### config.mk
export PLATFORM = sky130hd
export DESIGN_NAME = mlfq_slice_scheduler_unit
export DESIGN_NICKNAME = d
export VERILOG_FILES = /design/src/rtl/mlfq_pkg.sv /design/src/rtl/mlfq_ram.sv /design/src/rtl/mlfq_slice_scheduler_unit.sv
export SDC_FILE = /design/constraint.sdc
export NUM_CORES = 2
export LEC_CHECK = 0
export BUFFER_PORTS_ARGS = -buffer_cell sky130_fd_sc_hd__buf_2
export CORE_ASPECT_RATIO = 0.75
export CORE_UTILIZATION = 55
export CTS_BUF_LIST = sky130_fd_sc_hd__clkbuf_2
export DETAILED_ROUTE_END_ITERATION = 16
export PLACE_DENSITY = 0.77
export SYNTH_ARGS = -nofsm -noshare
export SYNTH_HDL_FRONTEND = slang
export SYNTH_SLANG_ARGS = --single-unit
### constraint.sdc
create_clock -name clock -period 7.6 [get_ports clock]
set_input_delay 2.28 -clock clock [delete_from_list [all_inputs] [get_ports clock]]
set_output_delay 2.28 -clock clock [all_outputs]
set_load 0.05 [all_outputs]
### src/rtl/mlfq_pkg.sv
// Shared constants and types for the feedback-queue slice scheduler.
package mlfq_pkg;

   localparam int MAX_JOBS_DEF = 16;
   localparam int DATA_W       = 16;
   localparam int TIME_W       = 32;
   localparam int LVL_W        = 2;
   localparam int CSR_IDX_W    = 3;
   localparam int BOOST_W      = 17;

   localparam logic [DATA_W-1:0] QUANTUM_TOP_RST      = 16'd5;
   localparam logic [DATA_W-1:0] ALLOTMENT_TOP_RST    = 16'd10;
   localparam logic [DATA_W-1:0] QUANTUM_MIDDLE_RST   = 16'd8;
   localparam logic [DATA_W-1:0] ALLOTMENT_MIDDLE_RST = 16'd24;
   localparam logic [DATA_W-1:0] QUANTUM_BOTTOM_RST   = 16'd20;
   localparam logic [DATA_W-1:0] BOOST_PERIOD_RST     = 16'd40;

   localparam logic CMD_ADMIT = 1'b0;
   localparam logic CMD_STEP  = 1'b1;

   localparam logic [LVL_W-1:0] LVL_TOP    = 2'd0;
   localparam logic [LVL_W-1:0] LVL_MIDDLE = 2'd1;
   localparam logic [LVL_W-1:0] LVL_BOTTOM = 2'd2;

   typedef enum logic [CSR_IDX_W-1:0] {
      CSR_QUANTUM_TOP      = 3'd0,
      CSR_ALLOTMENT_TOP    = 3'd1,
      CSR_QUANTUM_MIDDLE   = 3'd2,
      CSR_ALLOTMENT_MIDDLE = 3'd3,
      CSR_QUANTUM_BOTTOM   = 3'd4,
      CSR_BOOST_PERIOD     = 3'd5
   } csr_reg_type;

endpackage

### src/rtl/mlfq_ram.sv
// Generic simple dual-port RAM, one write port, registered read.
module mlfq_ram #(
   parameter int WIDTH = 16,
   parameter int DEPTH = 16
) (
   input  logic                     clock,
   input  logic                     wr_en,
   input  logic [$clog2(DEPTH)-1:0] wr_addr,
   input  logic [WIDTH-1:0]         wr_data,
   input  logic [$clog2(DEPTH)-1:0] rd_addr,
   output logic [WIDTH-1:0]         rd_data
);
   logic [WIDTH-1:0] mem_ff [DEPTH];
   logic [WIDTH-1:0] rd_data_ff;

   always_ff @(posedge clock) begin
      if (wr_en) begin
         mem_ff[wr_addr] <= wr_data;
      end
      rd_data_ff <= mem_ff[rd_addr];
   end

   assign rd_data = rd_data_ff;
endmodule

### src/rtl/mlfq_slice_scheduler_unit.sv
// Top level of the three-level feedback-queue slice scheduler.
// An admit, unless all slots are held, writes the job memory and the top queue, first
// popping a slot from the free-slot stack once no fresh slot is left. A step that runs a
// slice reads the queue, then the job memory, then writes both back; an empty step uses
// neither memory; a boost moves each middle and bottom job to the top level in turn.
// These steps follow the read-modify-write round trips through the job memory and the
// queue memory, one access each per cycle. The result strobe lasts one cycle and cannot
// be held off; the next start may be taken in the cycle the strobe shows.
module mlfq_slice_scheduler_unit #(
   parameter int MAX_JOBS = mlfq_pkg::MAX_JOBS_DEF
) (
   input  logic                             clock,
   input  logic                             reset,
   input  logic                             start,
   output logic                             busy,
   input  logic                             req_command,
   input  logic [mlfq_pkg::DATA_W-1:0]      req_job_id,
   input  logic [mlfq_pkg::DATA_W-1:0]      req_job_length,
   output logic                             rsp_valid,
   output logic [mlfq_pkg::DATA_W-1:0]      rsp_served_id,
   output logic [mlfq_pkg::LVL_W-1:0]       rsp_served_level,
   output logic [mlfq_pkg::DATA_W-1:0]      rsp_slice_used,
   output logic [mlfq_pkg::DATA_W-1:0]      rsp_left_over,
   output logic                             rsp_finished,
   output logic                             rsp_boosted,
   output logic                             rsp_idle,
   output logic                             rsp_rejected,
   output logic [mlfq_pkg::TIME_W-1:0]      rsp_now_time,
   input  logic                             csr_valid,
   output logic                             csr_ready,
   input  logic [mlfq_pkg::CSR_IDX_W-1:0]   csr_index,
   input  logic [mlfq_pkg::DATA_W-1:0]      csr_wdata
);
   import mlfq_pkg::*;

   localparam int SLOT_W = $clog2(MAX_JOBS);
   localparam int CNT_W  = $clog2(MAX_JOBS + 1);
   localparam int QDEPTH = 4 * MAX_JOBS;
   localparam int QA_W   = $clog2(QDEPTH);
   localparam int JOB_W  = 3 * DATA_W;

   // queue memory regions: three levels and the free-slot stack
   localparam logic [1:0] RGN_FREE = 2'd3;

   typedef enum logic [3:0] {
      ST_IDLE, ST_ADM, ST_ADM_POP, ST_STEP, ST_SL_JRD, ST_SL_EXE, ST_SL_WB,
      ST_BST_RD, ST_BST_JRD, ST_BST_WR
   } state_type;

   state_type state_ff, state_in;

   logic [DATA_W-1:0] q_top_ff, q_top_in, a_top_ff, a_top_in;
   logic [DATA_W-1:0] q_mid_ff, q_mid_in, a_mid_ff, a_mid_in;
   logic [DATA_W-1:0] q_bot_ff, q_bot_in, period_ff, period_in;

   logic              cmd_ff, cmd_in;
   logic [DATA_W-1:0] rid_ff, rid_in, rlen_ff, rlen_in;

   logic [SLOT_W-1:0] head_ff [3];
   logic [SLOT_W-1:0] head_in [3];
   logic [CNT_W-1:0]  cnt_ff [3];
   logic [CNT_W-1:0]  cnt_in [3];
   logic [CNT_W-1:0]  fresh_ff, fresh_in, free_cnt_ff, free_cnt_in, held_ff, held_in;
   logic [LVL_W-1:0]  cursor_ff, cursor_in, lvl_ff, lvl_in;
   logic [BOOST_W-1:0] bc_ff, bc_in;
   logic [TIME_W-1:0] time_ff, time_in;
   logic [SLOT_W-1:0] slot_ff, slot_in;
   logic [DATA_W-1:0] jid_ff, jid_in, jrem_ff, jrem_in, jused_ff, jused_in;
   logic [DATA_W-1:0] slice_ff, slice_in;

   logic              rsp_valid_ff, rsp_valid_in;
   logic [DATA_W-1:0] rsp_id_ff, rsp_id_in, rsp_slice_ff, rsp_slice_in;
   logic [DATA_W-1:0] rsp_left_ff, rsp_left_in;
   logic [LVL_W-1:0]  rsp_lvl_ff, rsp_lvl_in;
   logic              rsp_fin_ff, rsp_fin_in, rsp_bst_ff, rsp_bst_in;
   logic              rsp_idle_ff, rsp_idle_in, rsp_rej_ff, rsp_rej_in;
   logic [TIME_W-1:0] rsp_time_ff, rsp_time_in;

   logic              j_we;
   logic [SLOT_W-1:0] j_waddr, j_raddr;
   logic [JOB_W-1:0]  j_wdata, j_rdata;
   logic              q_we;
   logic [QA_W-1:0]   q_waddr, q_raddr;
   logic [SLOT_W-1:0] q_wdata, q_rdata;

   function automatic logic [QA_W-1:0] qaddr(input logic [1:0] rgn,
                                             input logic [SLOT_W-1:0] ptr);
      logic [QA_W-1:0] base;
      case (rgn)
         2'd0:    base = '0;
         2'd1:    base = QA_W'(MAX_JOBS);
         2'd2:    base = QA_W'(2 * MAX_JOBS);
         default: base = QA_W'(3 * MAX_JOBS);
      endcase
      return base + QA_W'(ptr);
   endfunction

   function automatic logic [SLOT_W-1:0] ptr_add(input logic [SLOT_W-1:0] p,
                                                 input logic [CNT_W-1:0] n);
      logic [CNT_W:0] s;
      s = (CNT_W+1)'(p) + (CNT_W+1)'(n);
      if (s >= (CNT_W+1)'(MAX_JOBS)) begin
         s = s - (CNT_W+1)'(MAX_JOBS);
      end
      return s[SLOT_W-1:0];
   endfunction

   mlfq_ram #(.WIDTH(JOB_W), .DEPTH(MAX_JOBS)) u_job_ram (
      .clock(clock), .wr_en(j_we), .wr_addr(j_waddr), .wr_data(j_wdata),
      .rd_addr(j_raddr), .rd_data(j_rdata)
   );

   mlfq_ram #(.WIDTH(SLOT_W), .DEPTH(QDEPTH)) u_queue_ram (
      .clock(clock), .wr_en(q_we), .wr_addr(q_waddr), .wr_data(q_wdata),
      .rd_addr(q_raddr), .rd_data(q_rdata)
   );

   always_comb begin
      logic              resp;
      logic [DATA_W-1:0] r_id, r_slice, r_left;
      logic [LVL_W-1:0]  r_lvl, sel_lvl, tgt;
      logic              r_fin, r_bst, r_rej, found, do_boost;
      logic [SLOT_W-1:0] nslot;
      logic [DATA_W-1:0] quant, allot, rem_new, used_new;
      logic [DATA_W:0]   used_sum;
      logic [BOOST_W:0]  bc_sum;
      logic              demote;

      state_in    = state_ff;
      q_top_in    = q_top_ff;  a_top_in = a_top_ff;
      q_mid_in    = q_mid_ff;  a_mid_in = a_mid_ff;
      q_bot_in    = q_bot_ff;  period_in = period_ff;
      cmd_in      = cmd_ff;    rid_in = rid_ff;  rlen_in = rlen_ff;
      head_in     = head_ff;   cnt_in = cnt_ff;
      fresh_in    = fresh_ff;  free_cnt_in = free_cnt_ff;  held_in = held_ff;
      cursor_in   = cursor_ff; lvl_in = lvl_ff;
      bc_in       = bc_ff;     time_in = time_ff;
      slot_in     = slot_ff;
      jid_in      = jid_ff;    jrem_in = jrem_ff;  jused_in = jused_ff;
      slice_in    = slice_ff;
      rsp_valid_in = 1'b0;
      rsp_id_in   = rsp_id_ff;  rsp_slice_in = rsp_slice_ff;
      rsp_left_in = rsp_left_ff; rsp_lvl_in = rsp_lvl_ff;
      rsp_fin_in  = rsp_fin_ff;  rsp_bst_in = rsp_bst_ff;
      rsp_idle_in = rsp_idle_ff; rsp_rej_in = rsp_rej_ff;
      rsp_time_in = rsp_time_ff;

      j_we = 1'b0; j_waddr = slot_ff; j_wdata = {jid_ff, jrem_ff, jused_ff};
      j_raddr = slot_ff;
      q_we = 1'b0; q_waddr = '0; q_wdata = slot_ff; q_raddr = '0;

      resp = 1'b0;
      r_id = '0; r_slice = '0; r_left = '0; r_lvl = '0;
      r_fin = 1'b0; r_bst = 1'b0; r_rej = 1'b0;
      nslot = q_rdata;
      tgt = lvl_ff;

      // first non-empty level at or after the cursor
      found = 1'b1;
      sel_lvl = LVL_BOTTOM;
      if (cursor_ff == LVL_TOP && cnt_ff[0] != '0) begin
         sel_lvl = LVL_TOP;
      end else if (cursor_ff != LVL_BOTTOM && cnt_ff[1] != '0) begin
         sel_lvl = LVL_MIDDLE;
      end else if (cnt_ff[2] != '0) begin
         sel_lvl = LVL_BOTTOM;
      end else begin
         found = 1'b0;
      end
      do_boost = !found || (bc_ff >= BOOST_W'(period_ff));

      case (lvl_ff)
         LVL_TOP:    quant = q_top_ff;
         LVL_MIDDLE: quant = q_mid_ff;
         default:    quant = q_bot_ff;
      endcase
      allot    = (lvl_ff == LVL_TOP) ? a_top_ff : a_mid_ff;
      rem_new  = jrem_ff - slice_ff;
      used_sum = {1'b0, jused_ff} + {1'b0, slice_ff};
      used_new = used_sum[DATA_W] ? {DATA_W{1'b1}} : used_sum[DATA_W-1:0];
      demote   = (lvl_ff != LVL_BOTTOM) && (used_new >= allot);
      bc_sum   = {1'b0, bc_ff} + (BOOST_W+1)'(slice_ff);

      case (state_ff)
         ST_IDLE: begin
            if (csr_valid) begin
               case (csr_index)
                  CSR_QUANTUM_TOP:      q_top_in  = csr_wdata;
                  CSR_ALLOTMENT_TOP:    a_top_in  = csr_wdata;
                  CSR_QUANTUM_MIDDLE:   q_mid_in  = csr_wdata;
                  CSR_ALLOTMENT_MIDDLE: a_mid_in  = csr_wdata;
                  CSR_QUANTUM_BOTTOM:   q_bot_in  = csr_wdata;
                  CSR_BOOST_PERIOD:     period_in = csr_wdata;
                  default: ;
               endcase
            end
            if (start) begin
               cmd_in  = req_command;
               rid_in  = req_job_id;
               rlen_in = req_job_length;
               state_in = (req_command == CMD_STEP) ? ST_STEP : ST_ADM;
            end
         end
         ST_ADM: begin
            if (held_ff == CNT_W'(MAX_JOBS)) begin
               r_rej = 1'b1;
               resp = 1'b1;
               state_in = ST_IDLE;
            end else if (fresh_ff != CNT_W'(MAX_JOBS)) begin
               nslot = fresh_ff[SLOT_W-1:0];
               fresh_in = fresh_ff + 1'b1;
               j_we = 1'b1; j_waddr = nslot; j_wdata = {rid_ff, rlen_ff, {DATA_W{1'b0}}};
               q_we = 1'b1; q_wdata = nslot;
               q_waddr = qaddr(2'(LVL_TOP), ptr_add(head_ff[0], cnt_ff[0]));
               cnt_in[0] = cnt_ff[0] + 1'b1;
               held_in = held_ff + 1'b1;
               resp = 1'b1;
               state_in = ST_IDLE;
            end else begin
               q_raddr = qaddr(RGN_FREE, SLOT_W'(free_cnt_ff - 1'b1));
               state_in = ST_ADM_POP;
            end
         end
         ST_ADM_POP: begin
            free_cnt_in = free_cnt_ff - 1'b1;
            j_we = 1'b1; j_waddr = nslot; j_wdata = {rid_ff, rlen_ff, {DATA_W{1'b0}}};
            q_we = 1'b1; q_wdata = nslot;
            q_waddr = qaddr(2'(LVL_TOP), ptr_add(head_ff[0], cnt_ff[0]));
            cnt_in[0] = cnt_ff[0] + 1'b1;
            held_in = held_ff + 1'b1;
            resp = 1'b1;
            state_in = ST_IDLE;
         end
         ST_STEP: begin
            if (held_ff == '0) begin
               resp = 1'b1;
               state_in = ST_IDLE;
            end else if (do_boost) begin
               state_in = ST_BST_RD;
            end else begin
               lvl_in = sel_lvl;
               cursor_in = sel_lvl;
               q_raddr = qaddr(sel_lvl, head_ff[sel_lvl]);
               state_in = ST_SL_JRD;
            end
         end
         ST_SL_JRD: begin
            slot_in = q_rdata;
            j_raddr = q_rdata;
            head_in[lvl_ff] = ptr_add(head_ff[lvl_ff], CNT_W'(1));
            cnt_in[lvl_ff] = cnt_ff[lvl_ff] - 1'b1;
            state_in = ST_SL_EXE;
         end
         ST_SL_EXE: begin
            jid_in   = j_rdata[JOB_W-1 -: DATA_W];
            jrem_in  = j_rdata[2*DATA_W-1 -: DATA_W];
            jused_in = j_rdata[DATA_W-1:0];
            slice_in = (jrem_in < quant) ? jrem_in : quant;
            state_in = ST_SL_WB;
         end
         ST_SL_WB: begin
            time_in = time_ff + TIME_W'(slice_ff);
            bc_in = bc_sum[BOOST_W] ? {BOOST_W{1'b1}} : bc_sum[BOOST_W-1:0];
            j_we = 1'b1;
            j_wdata = {jid_ff, rem_new, demote ? {DATA_W{1'b0}} : used_new};
            q_we = 1'b1;
            if (rem_new == '0) begin
               // completed: slot goes back on the free stack
               q_waddr = qaddr(RGN_FREE, free_cnt_ff[SLOT_W-1:0]);
               free_cnt_in = free_cnt_ff + 1'b1;
               held_in = held_ff - 1'b1;
               r_fin = 1'b1;
            end else begin
               tgt = demote ? lvl_ff + 1'b1 : lvl_ff;
               q_waddr = qaddr(tgt, ptr_add(head_ff[tgt], cnt_ff[tgt]));
               cnt_in[tgt] = cnt_ff[tgt] + 1'b1;
            end
            r_id = jid_ff; r_lvl = lvl_ff; r_slice = slice_ff; r_left = rem_new;
            resp = 1'b1;
            state_in = ST_IDLE;
         end
         ST_BST_RD: begin
            if (cnt_ff[1] != '0 || cnt_ff[2] != '0) begin
               tgt = (cnt_ff[1] != '0) ? LVL_MIDDLE : LVL_BOTTOM;
               q_raddr = qaddr(tgt, head_ff[tgt]);
               head_in[tgt] = ptr_add(head_ff[tgt], CNT_W'(1));
               cnt_in[tgt] = cnt_ff[tgt] - 1'b1;
               state_in = ST_BST_JRD;
            end else begin
               bc_in = '0;
               cursor_in = LVL_TOP;
               r_bst = 1'b1;
               resp = 1'b1;
               state_in = ST_IDLE;
            end
         end
         ST_BST_JRD: begin
            slot_in = q_rdata;
            j_raddr = q_rdata;
            q_we = 1'b1; q_wdata = q_rdata;
            q_waddr = qaddr(2'(LVL_TOP), ptr_add(head_ff[0], cnt_ff[0]));
            cnt_in[0] = cnt_ff[0] + 1'b1;
            state_in = ST_BST_WR;
         end
         ST_BST_WR: begin
            j_we = 1'b1;
            j_wdata = {j_rdata[JOB_W-1:DATA_W], {DATA_W{1'b0}}};
            state_in = ST_BST_RD;
         end
         default: state_in = ST_IDLE;
      endcase

      if (resp) begin
         rsp_valid_in = 1'b1;
         rsp_id_in = r_id; rsp_lvl_in = r_lvl; rsp_slice_in = r_slice;
         rsp_left_in = r_left; rsp_fin_in = r_fin; rsp_bst_in = r_bst;
         rsp_rej_in = r_rej;
         rsp_idle_in = (held_in == '0);
         rsp_time_in = time_in;
      end
   end

   always_ff @(posedge clock) begin
      if (reset) begin
         state_ff     <= ST_IDLE;
         q_top_ff     <= QUANTUM_TOP_RST;
         a_top_ff     <= ALLOTMENT_TOP_RST;
         q_mid_ff     <= QUANTUM_MIDDLE_RST;
         a_mid_ff     <= ALLOTMENT_MIDDLE_RST;
         q_bot_ff     <= QUANTUM_BOTTOM_RST;
         period_ff    <= BOOST_PERIOD_RST;
         for (int l = 0; l < 3; l++) begin
            head_ff[l] <= '0;
            cnt_ff[l]  <= '0;
         end
         fresh_ff     <= '0;
         free_cnt_ff  <= '0;
         held_ff      <= '0;
         cursor_ff    <= LVL_TOP;
         bc_ff        <= '0;
         time_ff      <= '0;
         rsp_valid_ff <= 1'b0;
      end else begin
         state_ff     <= state_in;
         q_top_ff     <= q_top_in;
         a_top_ff     <= a_top_in;
         q_mid_ff     <= q_mid_in;
         a_mid_ff     <= a_mid_in;
         q_bot_ff     <= q_bot_in;
         period_ff    <= period_in;
         head_ff      <= head_in;
         cnt_ff       <= cnt_in;
         fresh_ff     <= fresh_in;
         free_cnt_ff  <= free_cnt_in;
         held_ff      <= held_in;
         cursor_ff    <= cursor_in;
         bc_ff        <= bc_in;
         time_ff      <= time_in;
         rsp_valid_ff <= rsp_valid_in;
      end
      cmd_ff      <= cmd_in;
      rid_ff      <= rid_in;
      rlen_ff     <= rlen_in;
      lvl_ff      <= lvl_in;
      slot_ff     <= slot_in;
      jid_ff      <= jid_in;
      jrem_ff     <= jrem_in;
      jused_ff    <= jused_in;
      slice_ff    <= slice_in;
      rsp_id_ff   <= rsp_id_in;
      rsp_lvl_ff  <= rsp_lvl_in;
      rsp_slice_ff <= rsp_slice_in;
      rsp_left_ff <= rsp_left_in;
      rsp_fin_ff  <= rsp_fin_in;
      rsp_bst_ff  <= rsp_bst_in;
      rsp_idle_ff <= rsp_idle_in;
      rsp_rej_ff  <= rsp_rej_in;
      rsp_time_ff <= rsp_time_in;
   end

   assign busy             = (state_ff != ST_IDLE);
   assign csr_ready        = (state_ff == ST_IDLE);
   assign rsp_valid        = rsp_valid_ff;
   assign rsp_served_id    = rsp_id_ff;
   assign rsp_served_level = rsp_lvl_ff;
   assign rsp_slice_used   = rsp_slice_ff;
   assign rsp_left_over    = rsp_left_ff;
   assign rsp_finished     = rsp_fin_ff;
   assign rsp_boosted      = rsp_bst_ff;
   assign rsp_idle         = rsp_idle_ff;
   assign rsp_rejected     = rsp_rej_ff;
   assign rsp_now_time     = rsp_time_ff;

   a_one_kind: assert property (@(posedge clock) disable iff (reset)
      rsp_valid |-> $countones({rsp_finished, rsp_boosted, rsp_rejected}) <= 1)
      else $error("result carries more than one outcome");

   a_strobe_single: assert property (@(posedge clock) disable iff (reset)
      rsp_valid |=> !rsp_valid)
      else $error("result strobe longer than one cycle");

   a_counts_match: assert property (@(posedge clock) disable iff (reset)
      state_ff == ST_IDLE |->
         (CNT_W+2)'(cnt_ff[0]) + (CNT_W+2)'(cnt_ff[1]) + (CNT_W+2)'(cnt_ff[2])
            == (CNT_W+2)'(held_ff))
      else $error("queue counts disagree with held job count");

   a_held_bound: assert property (@(posedge clock) disable iff (reset)
      held_ff <= CNT_W'(MAX_JOBS) && held_ff == fresh_ff - free_cnt_ff)
      else $error("slot accounting broken");

   a_finish_empty: assert property (@(posedge clock) disable iff (reset)
      rsp_valid && rsp_finished |-> rsp_left_over == '0)
      else $error("finished job with time left");

endmodule
==> results.tsv <==
stage	metric	value	unit
logic_synthesis	top cells by area, synth	edfxtp_1 58%, dfxtp_1 8.0%, nand2_1 7.8%, nand3_1 3.7%, ha_1 2.6%	
detailed_routing	Routed Antenna Nets	0	
worst_setup_path	type of element capturing the critical path	flop	
worst_setup_path	startpoint type of the worst setup path	flop	
worst_hold_path	min-delay worst type	reg2reg	
sta	Hold Vio Cnt, Final	0	
floorplanning	initial standard-cell utilization of the core	55.8	%
finish	area of the multi-input gates	20300	um2
logic_synthesis	biggest area consumer among synthesized cells	edfxtp_1	
worst_setup_path	Reg-to-Reg Start	jused_ff[0]$_DFFE_PP_	
power	peak supply drop	189	uV
power	final total power	15.7	mW
logic_synthesis	number of synthesized register bits	1457	
outcome	result of the run	finished clean	
worst_hold_path	hold path startpoint	u_job_ram.rd_data[45]$_DFF_P_	
floorplanning	core box area	112000	um2
global_routing	overall global routing resource usage	30.7	%
worst_setup_path	Critical Path AT	8.77	ns
sta	Max Clock Freq	0.134	GHz
worst_setup_path	cell type of the slowest stage on the worst timing path	fa_1	
detailed_routing	initial DRC count	6111	
finish	net count reported at finish	5980	
finish	number of fill cells in the layout	8867	
worst_setup_path	endpoint of the worst-slack reg-to-reg timing path	u_queue_ram.mem_ff[25][3]$_DFFE_PP_	
finish	final core utilization	61.8	%
finish	register cell area after layout	41300	um2
worst_setup_path	biggest cell delay along the critical path	0.55	ns
detailed_routing	vias per std cell	6.13	
logic_synthesis	Primary FF master, synth	edfxtp_1	
placement	number of port buffers	144	
worst_setup_path	CP bufs+invs	9	
global_routing	number of antenna violations at the first check in global routing	7	
sta	pins over their slew limit	0	
logic_synthesis	cell count after synthesis	5397	
clocking	H-tree Lvls	5	
sta	final count of negative-setup-slack endpoints	0	
detailed_routing	DR pass1 iterations	6	
detailed_routing	overall routed net length	178000	um
power	internal power	11.3	mW
clocking	worst skew pair latency	1.67	ns
clocking	TritonCTS clock tree	done	
clocking	CTS buffer count	345	
logic_synthesis	unique cell type count in the Yosys netlist	94	
finish	share of post-route cells with drive strength above 1	17.1	%
global_routing	via count of the first global-routing pass	44054	
detailed_routing	detailed-route DRC error count	0	
sta	Tcrit/Tclk final	98.3	%
placement	DPL Wire Length	109000	um
worst_setup_path	dominant delay contributor by cell family on the critical path	compound AO/OA/AOI/OAI gates	
floorplanning	boundary pin count	145	
placement	weighted congestion reported at the end of routability-driven placement	0.974	
logic_synthesis	Synth Net Count	5591	
logic_synthesis	fraction of the yosys area taken by sequential cells	65.9	%
detailed_routing	via total after detailed routing	46409	
logic_synthesis	async set-or-reset flop fraction in the synthesized netlist	0	%
worst_setup_path	path depth of the worst reg2reg path	35	
power	pwr dens	226	nW/um2
sta	slew at the pin closest to its max-slew limit	1.26	ns
power	switching fraction of total power	28.0	%
sta	min Tclk post-route	7.47	ns
detailed_routing	Routed wire per std cell	23.6	um
logic_synthesis	Post-Syn Area	62600	um2
worst_setup_path	most frequent CP cell	buf_4	
logic_synthesis	warnings from Yosys	0	
logic_synthesis	mean instance size in the synthesized netlist	11.6	um2
floorplanning	Die Area	115000	um2
power	switching component of the power	4.39	mW
worst_setup_path	maximum fanout along the worst path	8	
sta	Max transition margin	15.9	%
power	sequential share of power	58.2	%
worst_setup_path	required time of the critical path	8.90	ns
global_routing	leftover overflow at the end of global routing	0	
global_routing	maximum number of pins on one net before global-route repair	165	
clocking	Hold-fix buffers, CTS	0	
power	Comb pwr share	9.7	%
finish	relative area change from synthesis to final layout	10.8	%
floorplanning	horizontal die dimension	392	um
global_routing	wire length of the first global-routing pass	266000	um
worst_hold_path	Worst Hold Path EP	jid_ff[13]$_DFFE_PP_	
sta	worst clock skew	0.202	ns
logic_synthesis	number of enable flip-flop cells after synthesis	1208	
worst_hold_path	hold path cells	0	
power	leakage power summed over all cells	25.6	nW
clocking	buffer type at the clock tree root	clkbuf_2	
flow_run	number of max-capacitance violations reported	0	
clocking	CTS clk-pin slew, worst paths	0.12	ns
worst_setup_path	R2R Setup Slk	0.13	ns
floorplanning	Std-Cell Rows	106	
clocking	buffer depth of the longest clock path	4	
logic_synthesis	share of the synthesized area in the top cell type	57.9	%
power	fraction of power consumed by the clock network	32.1	%
clocking	CTS Sinks	1457	
floorplanning	y dimension of the die	294	um
worst_setup_path	Crit Path Category	reg2reg	
[final cells by class]
class / count / area share [%]
sequential: 1457 / 59.5
multi-input combinational: 3518 / 29.2
clock buffer: 531 / 3.83
timing repair buffer: 345 / 3.51
tap: 1512 / 2.73
inverter: 119 / 0.662
clock inverter: 78 / 0.552
antenna: 9 / 0.0325
[power by group through the flow]
stage                     clock [mW]  sequential [mW]  combinational, mW
after floorplan                    0             9.39              0.809
after detailed placement           0             9.29               1.49
after global placement             0             9.28               1.46
final                           5.03             9.11               1.52
after global routing            5.49             9.12               1.63
after CTS                       5.09             9.11               1.50
[metrics by stage]
step / worst slack [ns] / hold WS (ns) / cells / area [um2] / TNS, ns
global route: -0.115 / 0.399 / 7568 / 69400 / -6.22
CTS: 0.0253 / 0.400 / 7558 / 69100 / 0
finish: 0.129 / 0.416 / 7569 / 69400 / 0
detailed placement: -0.381 / 0.406 / 6944 / 66000 / -36.22
global placement: -0.299 / 0.407 / 6944 / 66000 / -21.55
floorplan: 0.371 / 0.386 / 5397 / 62600 / 0
[how the worst max path moves through the flow]
stage	from	end	slack, ns	cells after the start
global placement	jused_ff[0]$_DFFE_PP_	u_queue_ram.mem_ff[15][2]$_DFFE_PP_	-0.30	30
floorplan	slice_ff[0]$_DFFE_PP_	u_queue_ram.mem_ff[55][0]$_DFFE_PP_	0.37	29
CTS	jused_ff[0]$_DFFE_PP_	u_queue_ram.mem_ff[51][3]$_DFFE_PP_	0.03	33
finish	jused_ff[0]$_DFFE_PP_	u_queue_ram.mem_ff[25][3]$_DFFE_PP_	0.13	35
global route	slice_ff[0]$_DFFE_PP_	u_queue_ram.mem_ff[51][3]$_DFFE_PP_	-0.11	33
detailed placement	jused_ff[0]$_DFFE_PP_	u_queue_ram.mem_ff[15][1]$_DFFE_PP_	-0.38	30
[per-layer routing]
layer / part of all wire, % / routed length [um] / track usage, %
met5: 0.0056 / 10 / 0
met1: 41 / 72500 / 43.9
met4: 3.1 / 5550 / 12.4
met3: 12 / 22000 / 8.23
met2: 44 / 78300 / 44.6
[registers in the layout, summed over array words and instances (netlist names), 17 cells and up]
signal and count:
bc_ff 17, u_job_ram.rd_data 48, u_job_ram.mem_ff 768, rsp_now_time 32, time_ff 32, u_queue_ram.mem_ff 256
[cells in the mapped netlist, types with 7 or more instances]
cell         n
nand2_1   1296
edfxtp_1  1208
nand3_1    467
a21oi_1    261
clkbuf_1   254
dfxtp_1    249
nor2_1     210
ha_1       132
inv_1      116
mux2i_1    104
a311oi_1   102
o21ai_0     93
a31oi_1     89
and3_1      73
and2_1      61
xnor2_1     55
nor3_1      51
xor2_1      36
a22o_1      34
nand2b_1    26
nor4_1      26
a221oi_1    25
a222oi_1    25
buf_2       25
nor2b_1     25
nand4_1     22
a21o_1      20
buf_1       19
o21a_1      19
a211oi_1    17
a32oi_1     17
o21ai_1     16
or2_2       16
o22ai_1     15
or3_1       14
a221o_1     12
o211ai_1    12
nor3b_1     11
o22a_1      10
a22oi_1      8
o221ai_1     7
o31ai_1      7
[placed cells by master (no fill, tap or decap), types with 12 or more instances in the layout]
cell type / instances
a211oi_1: 16
a21o_1: 19
a21oi_1: 259
a221oi_1: 25
a222oi_1: 25
a22o_1: 34
a311oi_1: 102
a31oi_1: 87
a32oi_1: 17
and2_1: 60
and3_1: 73
buf_12: 15
buf_2: 143
buf_4: 182
clkbuf_2: 531
clkinv_1: 64
dfxtp_1: 249
edfxtp_1: 1208
ha_1: 129
inv_1: 114
mux2i_1: 98
nand2_1: 1296
nand2b_1: 25
nand3_1: 464
nand4_1: 22
nor2_1: 170
nor2_2: 21
nor2_4: 19
nor2b_1: 25
nor3_1: 45
nor4_1: 24
o211ai_1: 12
o21a_1: 17
o21ai_0: 86
o21ai_1: 16
o22ai_1: 15
or2_2: 16
or3_1: 13
xnor2_1: 55
xor2_1: 36
[cells by family (layout without fill, tap and decap cells)]
kind of cell	count (synthesis)	count (layout)	share of synthesized area, %
AO/OA/AOI/OAI	850	850	9.26
buffers and inverters	422	1073	2.61
multiplexers	110	110	1.77
other	0	9	0
flip-flops	1457	1457	65.9
AND/OR/NAND/NOR	2328	2328	16.4
adder cells (fa/ha/maj)	138	138	2.83
XOR/XNOR	92	92	1.30
[timing repair]
item,in CTS,in global routing
setup buffers,5,2
pin swaps,5,8
cloned,0,0
gates resized for setup,15,56
endpoints found under the setup margin,243,256
No activity file was read; power rests on OpenSTA's default activity.
